File: src/rtl/core/ssds_pkg.sv
// Shared types and constants for the scan-stream deframer and gray-level scaler.
package ssds_pkg;

  // Stream markers
  localparam logic [15:0] LINE_SYNC    = 16'hFEFA;
  localparam logic [15:0] FRAME_SYNC   = 16'hFEFB;
  localparam int          HEADER_WORDS = 5;
  localparam logic [10:0] ROW_TOP      = 11'd2047;

  // Defaults for the top-level parameters
  localparam int DEF_MAX_WIDTH  = 1024;
  localparam int DEF_MAX_HEIGHT = 1024;

  // Register reset values
  localparam logic [10:0] WIDTH_RST  = 11'd768;
  localparam logic [10:0] HEIGHT_RST = 11'd1024;
  localparam logic [15:0] CAP_RST    = 16'd8192;

  // Field widths
  localparam int WORD_W = 16;
  localparam int CNT_W  = 11;
  localparam int ADDR_W = 20;
  localparam int IDX_W  = 10;
  localparam int GRAY_W = 8;
  localparam int PROD_W = 2 * CNT_W;
  localparam int NUM_W  = WORD_W + GRAY_W;

  // Result kinds
  typedef enum logic [1:0] {
    EV_PIXEL = 2'd0,
    EV_LINE  = 2'd1,
    EV_FRAME = 2'd2
  } ssds_event_t;

  // Configuration register indexes
  typedef enum logic [1:0] {
    REG_WIDTH  = 2'd0,
    REG_HEIGHT = 2'd1,
    REG_CAP    = 2'd2
  } ssds_reg_t;

  // Sequencer states
  typedef enum logic [1:0] {
    ST_IDLE,
    ST_LAUNCH,
    ST_WAIT,
    ST_EMIT
  } ssds_state_t;

  // Status of the serial units
  typedef struct packed {
    logic div_busy;
    logic mul_busy;
  } ssds_unit_st_t;

endpackage

File: src/rtl/core/ssds_if.sv
// Channel interfaces: stream input, result output and configuration write.
interface ssds_in_if;
  import ssds_pkg::*;
  logic              valid;
  logic              ready;
  logic [WORD_W-1:0] data_word;
  modport source (output valid, output data_word, input ready);
  modport sink   (input valid, input data_word, output ready);
endinterface

interface ssds_out_if;
  import ssds_pkg::*;
  logic              valid;
  logic              ready;
  logic [1:0]        event_kind;
  logic [ADDR_W-1:0] buffer_address;
  logic [IDX_W-1:0]  column_index;
  logic [IDX_W-1:0]  row_index;
  logic [GRAY_W-1:0] gray_level;
  logic [31:0]       packed_pixel;
  logic              row_wrapped;
  modport source (output valid, output event_kind, output buffer_address,
                  output column_index, output row_index, output gray_level,
                  output packed_pixel, output row_wrapped, input ready);
  modport sink   (input valid, input event_kind, input buffer_address,
                  input column_index, input row_index, input gray_level,
                  input packed_pixel, input row_wrapped, output ready);
endinterface

interface ssds_cfg_if;
  import ssds_pkg::*;
  logic              valid;
  logic              ready;
  logic [1:0]        index;
  logic [WORD_W-1:0] data;
  modport source (output valid, output index, output data, input ready);
  modport sink   (input valid, input index, input data, output ready);
endinterface

File: src/rtl/core/ssds_mul.sv
// Bit-serial shift-add multiplier: prod = a * b + c, one bit of a per cycle.
module ssds_mul (
  input  logic                       clk,
  input  logic                       rst_n,
  input  logic                       start,
  input  logic [ssds_pkg::CNT_W-1:0] a,
  input  logic [ssds_pkg::CNT_W-1:0] b,
  input  logic [ssds_pkg::CNT_W-1:0] c,
  output logic                       busy,
  output logic [ssds_pkg::PROD_W-1:0] prod
);
  import ssds_pkg::*;

  localparam logic [3:0] LAST = 4'(CNT_W - 1);

  logic              busy_r, busy_nxt;
  logic [3:0]        cnt_r, cnt_nxt;
  logic [CNT_W-1:0]  a_r, a_nxt;
  logic [PROD_W-1:0] b_r, b_nxt;
  logic [PROD_W-1:0] acc_r, acc_nxt;

  // load, then one multiplier bit per cycle
  always_comb begin
    busy_nxt = busy_r;
    cnt_nxt  = cnt_r;
    a_nxt    = a_r;
    b_nxt    = b_r;
    acc_nxt  = acc_r;
    if (start) begin
      busy_nxt = 1'b1;
      cnt_nxt  = '0;
      a_nxt    = a;
      b_nxt    = {{(PROD_W-CNT_W){1'b0}}, b};
      acc_nxt  = {{(PROD_W-CNT_W){1'b0}}, c};
    end else if (busy_r) begin
      if (a_r[0]) begin
        acc_nxt = acc_r + b_r;
      end
      a_nxt   = a_r >> 1;
      b_nxt   = b_r << 1;
      cnt_nxt = cnt_r + 4'd1;
      if (cnt_r == LAST) begin
        busy_nxt = 1'b0;
      end
    end
  end

  always_ff @(posedge clk) begin
    if (!rst_n) begin
      busy_r <= 1'b0;
      cnt_r  <= '0;
    end else begin
      busy_r <= busy_nxt;
      cnt_r  <= cnt_nxt;
    end
    a_r   <= a_nxt;
    b_r   <= b_nxt;
    acc_r <= acc_nxt;
  end

  assign busy = busy_r;
  assign prod = acc_r;

endmodule

File: src/rtl/core/ssds_div.sv
// Bit-serial restoring divider giving an 8-bit quotient clamped to 255.
module ssds_div (
  input  logic                        clk,
  input  logic                        rst_n,
  input  logic                        start,
  input  logic [ssds_pkg::NUM_W-1:0]  num,
  input  logic [ssds_pkg::WORD_W-1:0] den,
  output logic                        busy,
  output logic [ssds_pkg::GRAY_W-1:0] quot
);
  import ssds_pkg::*;

  localparam logic [3:0] LAST = 4'(GRAY_W);

  logic              busy_r, busy_nxt;
  logic [3:0]        cnt_r, cnt_nxt;
  logic [NUM_W-1:0]  num_r, num_nxt;
  logic [WORD_W-1:0] den_r, den_nxt;
  logic [WORD_W-1:0] rem_r, rem_nxt;
  logic [GRAY_W-1:0] quo_r, quo_nxt;
  logic [WORD_W:0]   cur;

  // step 0 checks for clamp, steps 1..8 shift in one dividend bit each
  always_comb begin
    busy_nxt = busy_r;
    cnt_nxt  = cnt_r;
    num_nxt  = num_r;
    den_nxt  = den_r;
    rem_nxt  = rem_r;
    quo_nxt  = quo_r;
    cur      = {rem_r, num_r[GRAY_W-1]};
    if (start) begin
      busy_nxt = 1'b1;
      cnt_nxt  = '0;
      num_nxt  = num;
      den_nxt  = den;
    end else if (busy_r) begin
      cnt_nxt = cnt_r + 4'd1;
      if (cnt_r == '0) begin
        // quotient of 256 or more saturates
        if (num_r >= {den_r, {GRAY_W{1'b0}}}) begin
          quo_nxt  = '1;
          busy_nxt = 1'b0;
        end else begin
          rem_nxt = num_r[NUM_W-1:GRAY_W];
          quo_nxt = '0;
        end
      end else begin
        if (cur >= {1'b0, den_r}) begin
          rem_nxt = WORD_W'(cur - {1'b0, den_r});
          quo_nxt = {quo_r[GRAY_W-2:0], 1'b1};
        end else begin
          rem_nxt = cur[WORD_W-1:0];
          quo_nxt = {quo_r[GRAY_W-2:0], 1'b0};
        end
        num_nxt = num_r << 1;
        if (cnt_r == LAST) begin
          busy_nxt = 1'b0;
        end
      end
    end
  end

  always_ff @(posedge clk) begin
    if (!rst_n) begin
      busy_r <= 1'b0;
      cnt_r  <= '0;
    end else begin
      busy_r <= busy_nxt;
      cnt_r  <= cnt_nxt;
    end
    num_r <= num_nxt;
    den_r <= den_nxt;
    rem_r <= rem_nxt;
    quo_r <= quo_nxt;
  end

  assign busy = busy_r;
  assign quot = quo_r;

endmodule

File: src/rtl/core/scan_stream_deframe_scale.sv
// Top level: stream deframer, pixel scaler and frame-buffer write generator.
// Sync, header and out-of-width pixel words leave the sequencer idle. The header
// word that ends a header passes through the emit state, which loads the line or
// frame start into the output register. A pixel that produces a frame-buffer
// write passes through the launch, wait and emit states before the next word can
// be taken; the wait is set by the 11-step serial row*width multiplier (the
// serial divider runs alongside it in 9 steps or fewer). A finished result sits
// in an output register, so new words are accepted while it waits to be taken;
// the next result waits in the emit state until the register is taken. Effective
// width and height are the register values limited to MAX_WIDTH and MAX_HEIGHT.
module scan_stream_deframe_scale #(
  parameter int MAX_WIDTH  = ssds_pkg::DEF_MAX_WIDTH,
  parameter int MAX_HEIGHT = ssds_pkg::DEF_MAX_HEIGHT
) (
  input  logic      clk,
  input  logic      rst_n,
  ssds_in_if.sink   in_ch,
  ssds_out_if.source out_ch,
  ssds_cfg_if.sink  cfg_ch
);
  import ssds_pkg::*;

  localparam logic [12:0] MAXW = 13'(MAX_WIDTH);
  localparam logic [12:0] MAXH = 13'(MAX_HEIGHT);

  // configuration
  logic [CNT_W-1:0]  width_r, height_r;
  logic [WORD_W-1:0] cap_r;
  logic [CNT_W-1:0]  wid_eff, hgt_eff;

  // deframer state
  logic [2:0]        hl_r, hl_nxt;
  logic              fss_r, fss_nxt;
  logic [CNT_W-1:0]  col_r, col_nxt;
  logic [CNT_W-1:0]  row_r, row_nxt;
  logic [WORD_W-1:0] peak_r, peak_nxt;
  logic [WORD_W-1:0] word_r, word_nxt;

  // pending result
  ssds_event_t       rk_r, rk_nxt;
  logic [CNT_W-1:0]  rrow_r, rrow_nxt;
  logic [CNT_W-1:0]  rcol_r, rcol_nxt;
  logic              rwrap_r, rwrap_nxt;

  // sequencer
  ssds_state_t       state_r, state_nxt;
  logic              acc, start, load;
  ssds_unit_st_t     ust;

  // output register
  logic              ov_r, ov_nxt;
  ssds_event_t       ok_r;
  logic [ADDR_W-1:0] oaddr_r;
  logic [IDX_W-1:0]  ocol_r, orow_r;
  logic [GRAY_W-1:0] ogray_r;
  logic              owrap_r;

  logic [PROD_W-1:0] prod;
  logic [GRAY_W-1:0] quot;
  logic [NUM_W-1:0]  num;
  logic [WORD_W-1:0] w, pk;
  logic [CNT_W-1:0]  rw;
  logic              wr;

  assign wid_eff = ({2'b0, width_r} > MAXW) ? MAXW[CNT_W-1:0] : width_r;
  assign hgt_eff = ({2'b0, height_r} > MAXH) ? MAXH[CNT_W-1:0] : height_r;

  // configuration writes
  assign cfg_ch.ready = 1'b1;
  always_ff @(posedge clk) begin
    if (!rst_n) begin
      width_r  <= WIDTH_RST;
      height_r <= HEIGHT_RST;
      cap_r    <= CAP_RST;
    end else if (cfg_ch.valid) begin
      case (ssds_reg_t'(cfg_ch.index))
        REG_WIDTH:  width_r  <= cfg_ch.data[CNT_W-1:0];
        REG_HEIGHT: height_r <= cfg_ch.data[CNT_W-1:0];
        REG_CAP:    cap_r    <= cfg_ch.data;
        default:    ;
      endcase
    end
  end

  assign acc = in_ch.valid && in_ch.ready;
  assign w   = in_ch.data_word;

  // word decode and state update at acceptance
  always_comb begin
    hl_nxt    = hl_r;
    fss_nxt   = fss_r;
    col_nxt   = col_r;
    row_nxt   = row_r;
    peak_nxt  = peak_r;
    word_nxt  = word_r;
    rk_nxt    = rk_r;
    rrow_nxt  = rrow_r;
    rcol_nxt  = rcol_r;
    rwrap_nxt = rwrap_r;
    pk        = peak_r;
    rw        = row_r;
    wr        = 1'b0;
    if (acc) begin
      if (hl_r != '0) begin
        hl_nxt = hl_r - 3'd1;
        if (hl_r == 3'd1) begin
          col_nxt   = '0;
          rcol_nxt  = '0;
          rwrap_nxt = 1'b0;
          if (fss_r) begin
            row_nxt  = '0;
            rrow_nxt = '0;
            rk_nxt   = EV_FRAME;
          end else begin
            rw       = (row_r < ROW_TOP) ? row_r + 11'd1 : row_r;
            row_nxt  = rw;
            rrow_nxt = rw;
            rk_nxt   = EV_LINE;
          end
        end
      end else if (w == LINE_SYNC || w == FRAME_SYNC) begin
        hl_nxt  = 3'(HEADER_WORDS);
        fss_nxt = (w == FRAME_SYNC);
      end else begin
        // running maximum below the cap, never zero
        if (w > peak_r && w < cap_r) begin
          pk = w;
        end
        if (pk == '0) begin
          pk = 16'd1;
        end
        peak_nxt = pk;
        // row wrap
        if (row_r >= hgt_eff) begin
          rw = '0;
          wr = 1'b1;
        end
        row_nxt = rw;
        if (col_r < wid_eff) begin
          col_nxt   = col_r + 11'd1;
          rcol_nxt  = col_r;
          rrow_nxt  = rw;
          rwrap_nxt = wr;
          rk_nxt    = EV_PIXEL;
          word_nxt  = w;
        end
      end
    end
  end

  always_ff @(posedge clk) begin
    if (!rst_n) begin
      hl_r   <= '0;
      fss_r  <= 1'b0;
      col_r  <= '0;
      row_r  <= '0;
      peak_r <= '0;
    end else begin
      hl_r   <= hl_nxt;
      fss_r  <= fss_nxt;
      col_r  <= col_nxt;
      row_r  <= row_nxt;
      peak_r <= peak_nxt;
    end
    word_r  <= word_nxt;
    rk_r    <= rk_nxt;
    rrow_r  <= rrow_nxt;
    rcol_r  <= rcol_nxt;
    rwrap_r <= rwrap_nxt;
  end

  // word * 255 as (word << 8) - word
  assign num = {word_r, {GRAY_W{1'b0}}} - {{GRAY_W{1'b0}}, word_r};

  ssds_div u_div (
    .clk   (clk),
    .rst_n (rst_n),
    .start (start),
    .num   (num),
    .den   (peak_r),
    .busy  (ust.div_busy),
    .quot  (quot)
  );

  ssds_mul u_mul (
    .clk   (clk),
    .rst_n (rst_n),
    .start (start),
    .a     (rrow_r),
    .b     (wid_eff),
    .c     (rcol_r),
    .busy  (ust.mul_busy),
    .prod  (prod)
  );

  // sequencer next state
  always_comb begin
    state_nxt = state_r;
    case (state_r)
      ST_IDLE: begin
        if (acc) begin
          if (hl_r != '0) begin
            state_nxt = (hl_r == 3'd1) ? ST_EMIT : ST_IDLE;
          end else if (w != LINE_SYNC && w != FRAME_SYNC && col_r < wid_eff) begin
            state_nxt = ST_LAUNCH;
          end
        end
      end
      ST_LAUNCH: state_nxt = ST_WAIT;
      ST_WAIT: begin
        if (!ust.div_busy && !ust.mul_busy) begin
          state_nxt = ST_EMIT;
        end
      end
      ST_EMIT: begin
        if (!ov_r || out_ch.ready) begin
          state_nxt = ST_IDLE;
        end
      end
      default: state_nxt = ST_IDLE;
    endcase
  end

  // sequencer outputs
  always_comb begin
    in_ch.ready = 1'b0;
    start       = 1'b0;
    load        = 1'b0;
    case (state_r)
      ST_IDLE:   in_ch.ready = 1'b1;
      ST_LAUNCH: start = 1'b1;
      ST_WAIT:   ;
      ST_EMIT:   load = !ov_r || out_ch.ready;
      default:   ;
    endcase
  end

  always_ff @(posedge clk) begin
    if (!rst_n) begin
      state_r <= ST_IDLE;
    end else begin
      state_r <= state_nxt;
    end
  end

  // output register
  always_comb begin
    ov_nxt = ov_r;
    if (load) begin
      ov_nxt = 1'b1;
    end else if (out_ch.ready) begin
      ov_nxt = 1'b0;
    end
  end

  always_ff @(posedge clk) begin
    if (!rst_n) begin
      ov_r <= 1'b0;
    end else begin
      ov_r <= ov_nxt;
    end
    if (load) begin
      ok_r   <= rk_r;
      orow_r <= rrow_r[IDX_W-1:0];
      if (rk_r == EV_PIXEL) begin
        oaddr_r <= prod[ADDR_W-1:0];
        ocol_r  <= rcol_r[IDX_W-1:0];
        ogray_r <= quot;
        owrap_r <= rwrap_r;
      end else begin
        oaddr_r <= '0;
        ocol_r  <= '0;
        ogray_r <= '0;
        owrap_r <= 1'b0;
      end
    end
  end

  assign out_ch.valid          = ov_r;
  assign out_ch.event_kind     = ok_r;
  assign out_ch.buffer_address = oaddr_r;
  assign out_ch.column_index   = ocol_r;
  assign out_ch.row_index      = orow_r;
  assign out_ch.gray_level     = ogray_r;
  assign out_ch.packed_pixel   = {4{ogray_r}};
  assign out_ch.row_wrapped    = owrap_r;

`ifndef SYNTHESIS
  // no word is taken while a serial unit still works on a pixel
  a_no_acc_busy: assert property (@(posedge clk) disable iff (!rst_n)
    acc |-> !ust.div_busy && !ust.mul_busy)
    else $error("word accepted while serial unit busy");

  // header countdown never exceeds the header length
  a_hl_range: assert property (@(posedge clk) disable iff (!rst_n)
    hl_r <= 3'(HEADER_WORDS))
    else $error("header count out of range");

  // both units have finished before a result is loaded
  a_emit_idle: assert property (@(posedge clk) disable iff (!rst_n)
    state_r == ST_EMIT |-> !ust.div_busy && !ust.mul_busy)
    else $error("result loaded while unit busy");

  // line and frame starts carry zero payload
  a_sync_zero: assert property (@(posedge clk) disable iff (!rst_n)
    (ov_r && ok_r != EV_PIXEL) |->
      (oaddr_r == '0 && ocol_r == '0 && ogray_r == '0 && !owrap_r))
    else $error("nonzero payload on line or frame start");

  // the unit start follows a launch only
  a_start_once: assert property (@(posedge clk) disable iff (!rst_n)
    start |=> state_r == ST_WAIT)
    else $error("launch not followed by wait");
`endif

endmodule
File: src/flat_wrapper.sv
// flat-port wrapper written by rule: the top's interface ports become plain ports
module scan_stream_deframe_scale_flat import ssds_pkg::*;
#(
  parameter int MAX_WIDTH  = ssds_pkg::DEF_MAX_WIDTH,
  parameter int MAX_HEIGHT = ssds_pkg::DEF_MAX_HEIGHT
)
  (clk, rst_n, in_ch_valid, in_ch_data_word, in_ch_ready, out_ch_valid, out_ch_event_kind, out_ch_buffer_address, out_ch_column_index, out_ch_row_index, out_ch_gray_level, out_ch_packed_pixel, out_ch_row_wrapped, out_ch_ready, cfg_ch_valid, cfg_ch_index, cfg_ch_data, cfg_ch_ready);
  ssds_in_if in_ch_i ();
  ssds_out_if out_ch_i ();
  ssds_cfg_if cfg_ch_i ();
  input  logic clk;
  input  logic rst_n;
  input wire logic [$bits(in_ch_i.valid)-1:0] in_ch_valid;
  input wire logic [$bits(in_ch_i.data_word)-1:0] in_ch_data_word;
  output wire logic [$bits(in_ch_i.ready)-1:0] in_ch_ready;
  output wire logic [$bits(out_ch_i.valid)-1:0] out_ch_valid;
  output wire logic [$bits(out_ch_i.event_kind)-1:0] out_ch_event_kind;
  output wire logic [$bits(out_ch_i.buffer_address)-1:0] out_ch_buffer_address;
  output wire logic [$bits(out_ch_i.column_index)-1:0] out_ch_column_index;
  output wire logic [$bits(out_ch_i.row_index)-1:0] out_ch_row_index;
  output wire logic [$bits(out_ch_i.gray_level)-1:0] out_ch_gray_level;
  output wire logic [$bits(out_ch_i.packed_pixel)-1:0] out_ch_packed_pixel;
  output wire logic [$bits(out_ch_i.row_wrapped)-1:0] out_ch_row_wrapped;
  input wire logic [$bits(out_ch_i.ready)-1:0] out_ch_ready;
  input wire logic [$bits(cfg_ch_i.valid)-1:0] cfg_ch_valid;
  input wire logic [$bits(cfg_ch_i.index)-1:0] cfg_ch_index;
  input wire logic [$bits(cfg_ch_i.data)-1:0] cfg_ch_data;
  output wire logic [$bits(cfg_ch_i.ready)-1:0] cfg_ch_ready;
  assign in_ch_i.valid = in_ch_valid;
  assign in_ch_i.data_word = in_ch_data_word;
  assign in_ch_ready = in_ch_i.ready;
  assign out_ch_valid = out_ch_i.valid;
  assign out_ch_event_kind = out_ch_i.event_kind;
  assign out_ch_buffer_address = out_ch_i.buffer_address;
  assign out_ch_column_index = out_ch_i.column_index;
  assign out_ch_row_index = out_ch_i.row_index;
  assign out_ch_gray_level = out_ch_i.gray_level;
  assign out_ch_packed_pixel = out_ch_i.packed_pixel;
  assign out_ch_row_wrapped = out_ch_i.row_wrapped;
  assign out_ch_i.ready = out_ch_ready;
  assign cfg_ch_i.valid = cfg_ch_valid;
  assign cfg_ch_i.index = cfg_ch_index;
  assign cfg_ch_i.data = cfg_ch_data;
  assign cfg_ch_ready = cfg_ch_i.ready;
  scan_stream_deframe_scale #(.MAX_WIDTH(MAX_WIDTH), .MAX_HEIGHT(MAX_HEIGHT)) u_core (.clk(clk), .rst_n(rst_n), .in_ch(in_ch_i), .out_ch(out_ch_i), .cfg_ch(cfg_ch_i));
endmodule
File: config.mk
export PLATFORM = sky130hd
export DESIGN_NAME = scan_stream_deframe_scale_flat
export DESIGN_NICKNAME = d
export VERILOG_FILES = /design/src/rtl/core/ssds_pkg.sv /design/src/rtl/core/ssds_if.sv /design/src/rtl/core/ssds_mul.sv /design/src/rtl/core/ssds_div.sv /design/src/rtl/core/scan_stream_deframe_scale.sv /design/src/flat_wrapper.sv
export SDC_FILE = /design/constraint.sdc
export NUM_CORES = 1
export LEC_CHECK = 0
export ABC_AREA = 1
export BUFFER_PORTS_ARGS = -buffer_cell sky130_fd_sc_hd__buf_2
export CORE_MARGIN = 2
export CORE_UTILIZATION = 53
export CTS_BUF_LIST = sky130_fd_sc_hd__clkbuf_16
export DETAILED_ROUTE_END_ITERATION = 12
export PLACE_DENSITY = 0.74
export SKIP_CTS_REPAIR_TIMING = 1
export SLEW_MARGIN = 10
export SYNTH_ARGS = -nofsm -noshare
export SYNTH_HDL_FRONTEND = slang
export SYNTH_SLANG_ARGS = --single-unit
File: constraint.sdc
create_clock -name clk -period 3.3 [get_ports clk]
set_input_delay 0.33 -clock clk [delete_from_list [all_inputs] [get_ports clk]]
set_output_delay 0.33 -clock clk [all_outputs]
set_load 0.03 [all_outputs]
### Word-level counts from Yosys, hierarchy flattened

Index checks and enable logic that the tools add are counted.
W data, S select, Z words.

* register bits: 304
* input bits: 39
* output and inout bits: 86
* word-level logic and storage cells: 184

* add/subtract/negate cells: 8
* magnitude comparators: 9
* eq/ne operators: 20
* muxes and demuxes: 71
* bitwise gates (word level): 4
* reduce and logical (&&, ||, !) cells: 38

Operator list (count)
* $mux W11: 25
* $mux W16: 8
* $mux W24: 3
* $eq A16 B16 Y1 const B: 2
* $ne A16 B16 Y1 const B: 2
* $ge A24 B24 Y1: 1
* $sub A24 B16 Y24: 1
* $add A11 B1 Y11 const B: 2
* $add A22 B22 Y22: 1
* $gt A11 B11 Y1 const B: 2
* $mux W2: 11
* $mux W1: 19
* $ge A17 B16 Y1: 1
* $gt A16 B16 Y1: 1
* $logic_not A16 Y1: 1
* $lt A16 B16 Y1: 1
* $mux W8: 2
* $reduce_and A2 Y1: 8
* $sub A16 B16 Y16: 1
* $reduce_and A3 Y1: 4
* $reduce_and A4 Y1: 3
* $reduce_bool A2 Y1: 6
* $ge A11 B11 Y1: 1
* $lt A11 B11 Y1: 1
* other kinds (20): 43

### Logic depth before layout (Yosys ltp)

* depth after elaboration: 8
* depth in mapped cells: 20
* mapped depth without buffers: 20

### By module

From an unflattened synthesis, not the netlist that was laid out.

* cells, all modules: 2252
* area total of the unflattened synthesis: 17958.5 sq um

By module, submodules not included
* scan_stream_deframe_scale: instances 1, cells each 1157, area each 9580.4 sq um, sequential area each 4424.2 sq um
* ssds_div: instances 1, cells each 535, area each 4505.6 sq um, sequential area each 2021.9 sq um
* ssds_mul: instances 1, cells each 560, area each 3872.5 sq um, sequential area each 1531.5 sq um

### Worst setup path before layout

Ideal clock, no wire load.

* path kind: register to register
* from: register u_core.u_div.cnt_r[0]
* to: register u_core.u_div.num_r[0] (enable)
* setup time: 0.438 ns
* arrival: 3.077 ns
* required time: 2.862 ns
* slack: -0.216 ns
* stages on the path, launching flop included: 7
* path buffers: 1
* period minus slack after synthesis: 3.516 ns
* cell sequence: dfxtp_1 inv_1 ha_1 nand3_1 inv_1 clkbuf_1 o21ai_0

* longest elaborated chain between the ends: 3

Ends and longest elaborated chain
* from (decl): RTL line ssds_div.sv:16 `logic [3:0] cnt_r, cnt_nxt;`
* from (signal assigned): RTL line ssds_div.sv:70 `cnt_r <= cnt_nxt;`
* $logic_not A4 Y1: RTL line ssds_div.sv:39 `if (cnt_r == '0) begin`
* $ne A2 B1 Y1 (no source line)
* $reduce_and A2 Y1 (no source line)
* to (signal assigned): RTL line ssds_div.sv:72 `num_r <= num_nxt;`
* to (decl): RTL line ssds_div.sv:17 `logic [NUM_W-1:0] num_r, num_nxt;`

Every way passes these cells.
A chain may end at the register's enable or synchronous reset.

### Worst setup path after layout

* from: register u_core.width_r[2]
* to: register u_core.col_r[8]

* longest elaborated chain between the ends: 5

Ends and longest elaborated chain
* from (decl): RTL line scan_stream_deframe_scale.sv:27 `logic [CNT_W-1:0] width_r, height_r;`
* from (signal assigned): RTL line scan_stream_deframe_scale.sv:77 `REG_WIDTH: width_r <= cfg_ch.data[CNT_W-1:0];`
* $gt A11 B11 Y1: RTL line scan_stream_deframe_scale.sv:65 `assign wid_eff = ({2'b0, width_r} > MAXW) ? MAXW[CNT_W-1:0] : width_r;`
* $mux W11 (*): RTL line scan_stream_deframe_scale.sv:65
* $lt A11 B11 Y1 (*): RTL line scan_stream_deframe_scale.sv:139 `if (col_r < wid_eff) begin`
* $reduce_bool A2 Y1 (no source line) (*)
* $reduce_and A4 Y1 (no source line) (*)
* to (signal assigned): RTL line scan_stream_deframe_scale.sv:161 `col_r <= col_nxt;`
* to (decl): RTL line scan_stream_deframe_scale.sv:34 `logic [CNT_W-1:0] col_r, col_nxt;`

Every way passes the cells marked *; elsewhere a longest branch is shown, timed or not.

==> results.txt <==
Detailed routing inserted a total of 13539 vias. The run gives 0 as the initial antenna violation count. Top achievable clock speed: 353.3 MHz.

In this run, the number of DRC markers left after iteration 0 of detailed routing was 982. The share of the cycle needed by the critical path after routing is 0.8576, and the post-detailed-routing wire length is 38.25 mm. The total power divided by cell area was 913.4 nW/um^2; the average via count per standard cell was 5.461.

The weighted congestion at the end of routability-driven global placement is 0.9041. Type of element launching the critical path: a register. During I/O placement, the number of pins put on the boundary was 125. Later-pin clock latency in the skew report: 0.58 ns. After routing, the total negative slack on setup checks comes to 0 ns. Signed area change from the synthesized netlist to the final layout: 10.69%. The tools report the final hold violation count as 0. The worst register-to-register path has a setup slack of 0.47 ns. For this run the aggregate overflow at the end of global routing stands at 0. The post-route antenna net violation count was 0; the number of detailed-routing iterations run before antenna repair was 5. The relative slew slack is 0.3001, and the clock transition at the registers of the reported paths is 0.06 ns. Entering global routing, the biggest net connects 52 pins. Clock skew: 0.01153 ns. The startpoint of the worst setup timing path was u_core.width_r[2].

The repair_antennas step left the layout with diodes totalling 0. In this run the number of cells on the critical path is 18. In this run the horizontal extent of the chip is 182.0 um.

The die covers 33110 um^2. The tools report the count of non-filler cells in the finished layout as 2479. For this design, the slowest cell found on the critical path is sky130_fd_sc_hd__dfxtp_1. The tools report the library cell used as clock root buffer as sky130_fd_sc_hd__clkbuf_16. At the pin with the least slew margin, the transition time is 1.049 ns. The tools report the max capacitance violation total as 0. The startpoint-to-endpoint class of the critical path was register to register.

The clock passes through at most 3 buffers. Clock tree synthesis inserted a total of 31 buffers. The end of the worst register-to-register path is u_core.col_r[8]. The post-detailed-route DRC marker count came out at 0. In this run the critical register-to-register path is launched from u_core.width_r[2]. TritonCTS built the clock tree.

The share of the yosys chip area belonging to registers was 0.4704; the worst-case setup slack after placement was 0.4920 ns. The number of nets in the synthesized netlist is 2125. Yosys printed 0 warnings.

Family with the most delay on the worst path: simple AND/OR/NAND/NOR gates. The arrival time reported for the critical path endpoint is 3.34 ns, and the final count of negative-setup-slack endpoints is 0. Setup repair after global routing left no endpoint under its margin. The proportion of synthesized flip-flops having asynchronous set or reset works out to 0.

For the core outline area, the log shows 31390 um^2. The run gives 300 as the sink count of the clock tree. For this design the static power due to leakage is 8.067 nW. In this run, synthesis inferred 189 flip-flops with an integrated enable. The average wire per standard cell came out at 15.43 um. Across the VDD grid, the largest voltage drop is 481.3 uV. The run gives 16790 um^2 as the mapped cell area.

The tools report the initial core utilization as 0.5348. In this run the worst path has a maximum fanout of 12. The deepest level of the CTS H-tree was 1. For the HPWL after detailed placement, the log shows 28.46 mm. The fraction of layout cells with a size suffix above 1 came out at 0.1276. In this run the tool buffered the top-level ports with 123 buffer cells. The signal on the critical path passes through nor4_1 > nor3b_1 > a21oi_1 > inv_1 > nand2_1 > ha_1 > a21oi_1 > o21ai_0 > nand3_1 > nand2_1 > nand2_1 > nand3_1 > nand2_1 > nand2_1 > buf_4 > nor2_1 > nand2_1 > a21oi_1. The critical path's most frequent cell was sky130_fd_sc_hd__nand2_1. The number of cells on the worst reg-to-reg path is 18, and the final number of max-transition violations is 0. After synthesis, the netlist uses 61 different library cells. The min-delay analysis places its worst path in the category input pin to register. Counting both buffers and inverters, the worst setup path holds a total of 2. The largest single stage delay on the critical path is 0.31 ns. The run finished with clean final reports. After floorplanning, the core was divided into 65 placement rows. The wire length of the first global-routing pass was 62.94 mm; the final worst setup slack was 0.4699 ns. The leading register cell type out of synthesis is sky130_fd_sc_hd__edfxtp_1. Flip-flop and latch count after synthesis: 300. The die extent in y came out at 182.0 um. Counting tap cells, the placed design contains a total of 2421 instances. The worst setup path endpoint was u_core.col_r[8]. The final layout net count came out at 2217. The mean instance size in the synthesized netlist works out to 8.561 um^2. The final critical delay including setup and external delays was 2.830 ns; the number of instances in the synthesized netlist was 1961. The tools report the endpoint kind of the worst setup timing path as a register. Data on the critical path is required at its endpoint by 3.81 ns. The number of global-route vias before repair is 12909, and the global routing usage summed across all routing layers is 0.2301.
==> metal layers <==
| metal | share of wire | wire length (um) | GRT usage |
|---|---|---|---|
| met1 | 0.45 | 17270 | 0.3118 |
| met2 | 0.47 | 18050 | 0.3928 |
| met3 | 0.059 | 2239 | 0.02828 |
| met4 | 0.018 | 687 | 0.05968 |
| met5 | 0 | 0 | 0 |
==> layout by cell type, fill, tap and decap left out, drive strengths merged, types with 15 or more instances in the layout <==
cell type    n
nand2      401
inv        261
nor2       203
o21ai      191
edfxtp     189
a21oi      154
buf        143
ha         123
dfxtp      111
nand3       60
nand4       38
clkbuf      31
nor3        20
o211ai      20
clkinv      18
nor4        15
==> registers in the layout (all words and copies together), names as in the netlist, 10 cells and up <==
name                          count
u_core.rcol_r                    11
u_core.width_r                   11
u_core.u_mul.a_r                 11
u_core.word_r                    16
u_core.out_ch.row_index          10
u_core.u_div.rem_r               16
u_core.height_r                  11
u_core.col_r                     11
u_core.row_r                     11
u_core.u_mul.b_r                 20
u_core.u_div.den_r               16
u_core.u_div.num_r               24
u_core.cap_r                     16
u_core.rrow_r                    11
u_core.peak_r                    16
u_core.out_ch.column_index       10
u_core.out_ch.buffer_address     20
u_core.u_mul.prod                20
==> cells in the mapped netlist, types with 3 or more instances <==
library cell               number  share of area
sky130_fd_sc_hd__nand2_2       14         0.0052
sky130_fd_sc_hd__a21oi_2        4         0.0021
sky130_fd_sc_hd__nand2_1      384          0.086
sky130_fd_sc_hd__o21ai_2        8         0.0042
sky130_fd_sc_hd__xor2_1        13         0.0068
sky130_fd_sc_hd__clkbuf_1      41         0.0092
sky130_fd_sc_hd__a211oi_1       6         0.0027
sky130_fd_sc_hd__o211ai_1       9         0.0040
sky130_fd_sc_hd__ha_1         123          0.092
sky130_fd_sc_hd__nor2_1       198          0.044
sky130_fd_sc_hd__o31ai_1        7         0.0031
sky130_fd_sc_hd__o22ai_1        4         0.0015
sky130_fd_sc_hd__nor3_1        18         0.0054
sky130_fd_sc_hd__inv_2          9         0.0020
sky130_fd_sc_hd__a21o_1         7         0.0031
sky130_fd_sc_hd__o21a_1         4         0.0018
sky130_fd_sc_hd__xnor2_1       13         0.0068
sky130_fd_sc_hd__nor4_1        13         0.0048
sky130_fd_sc_hd__nand4_1       38          0.014
sky130_fd_sc_hd__nand3_1       58          0.017
sky130_fd_sc_hd__edfxtp_1     189           0.34
sky130_fd_sc_hd__dfxtp_1      111           0.13
sky130_fd_sc_hd__a21oi_1      150          0.045
sky130_fd_sc_hd__clkinv_1       3        0.00067
sky130_fd_sc_hd__inv_1        245          0.055
sky130_fd_sc_hd__o211ai_2      11         0.0082
sky130_fd_sc_hd__a31oi_1        7         0.0026
sky130_fd_sc_hd__o21ai_1       38          0.011
sky130_fd_sc_hd__nor2_2         4         0.0015
sky130_fd_sc_hd__nor3b_1        4         0.0018
sky130_fd_sc_hd__buf_4         35          0.016
sky130_fd_sc_hd__or2_2          9         0.0034
sky130_fd_sc_hd__o21ai_0      145          0.043
==> kinds of logic (layout without fill, tap and decap cells) <==
kind of cell | count (synthesis) | count (layout) | share of synthesized area
buf+inv | 342 | 458 | 0.08795
flops | 300 | 300 | 0.4704
compound gates | 413 | 413 | 0.1406
simple gates | 754 | 754 | 0.1932
other cells | 1 | 1 | 0.0002234
xor+xnor | 26 | 26 | 0.01356
fa+ha+maj | 125 | 125 | 0.09406
==> power breakdown <==
group | internal [W] | switching, W | leakage (nW)
clock | 0.00195 | 0.00147 | 0.513
sequential | 0.00560 | 0.000685 | 2.70
combinational | 0.00245 | 0.00482 | 4.86
total | 0.0100 | 0.00698 | 8.07
==> how the worst min path moves through the flow <==
stage / from / endpoint / slack, ns / depth (start not counted)
after CTS: cfg_ch_data[13] / u_core.cap_r[13] / -0.04 / 3
after global placement: u_core.rk_r[1] / u_core.out_ch.event_kind[1] / 0.44 / 0
after global routing: cfg_ch_data[10] / u_core.height_r[10] / 0.02 / 3
after detailed placement: u_core.rk_r[1] / u_core.out_ch.event_kind[1] / 0.43 / 0
final: cfg_ch_data[10] / u_core.height_r[10] / 0.03 / 3
after floorplan: u_core.rk_r[0] / u_core.out_ch.event_kind[0] / 0.42 / 0
==> worst register-to-register path, delay by kind of cell, from the launching register on <==
family / cells / cell delay (ns)
AOI/OAI and AO/OA: 4 / 0.51
and+or+nand+nor: 11 / 1.32
DFF: 1 / 0.31
buffers and inverters: 2 / 0.33
adders and majority gates: 1 / 0.30
==> layout make-up <==
cell class              count  area [um^2]
clock inverters            26        221.5
fillers                  2762        12810
clock buffers              31        775.7
repair buffers            144        788.3
inverters                 257        964.7
flip-flops and latches    300         7898
multi-input cells        1319         7431
well taps                 402        503.0
==> metrics by stage <==
step	power, W	hold slack [ns]	area (um^2)	utilization
after floorplan	0.01174	0.4174	16790	-
after global placement	0.01334	0.4409	17570	0.5598
after detailed placement	0.01356	0.4312	17570	0.5598
after CTS	0.01702	-0.04107	18570	0.5916
after global routing	0.01826	0.02177	18580	0.5919
final	0.01697	0.02923	18580	0.5919
(Power assumes the default switching activity.)
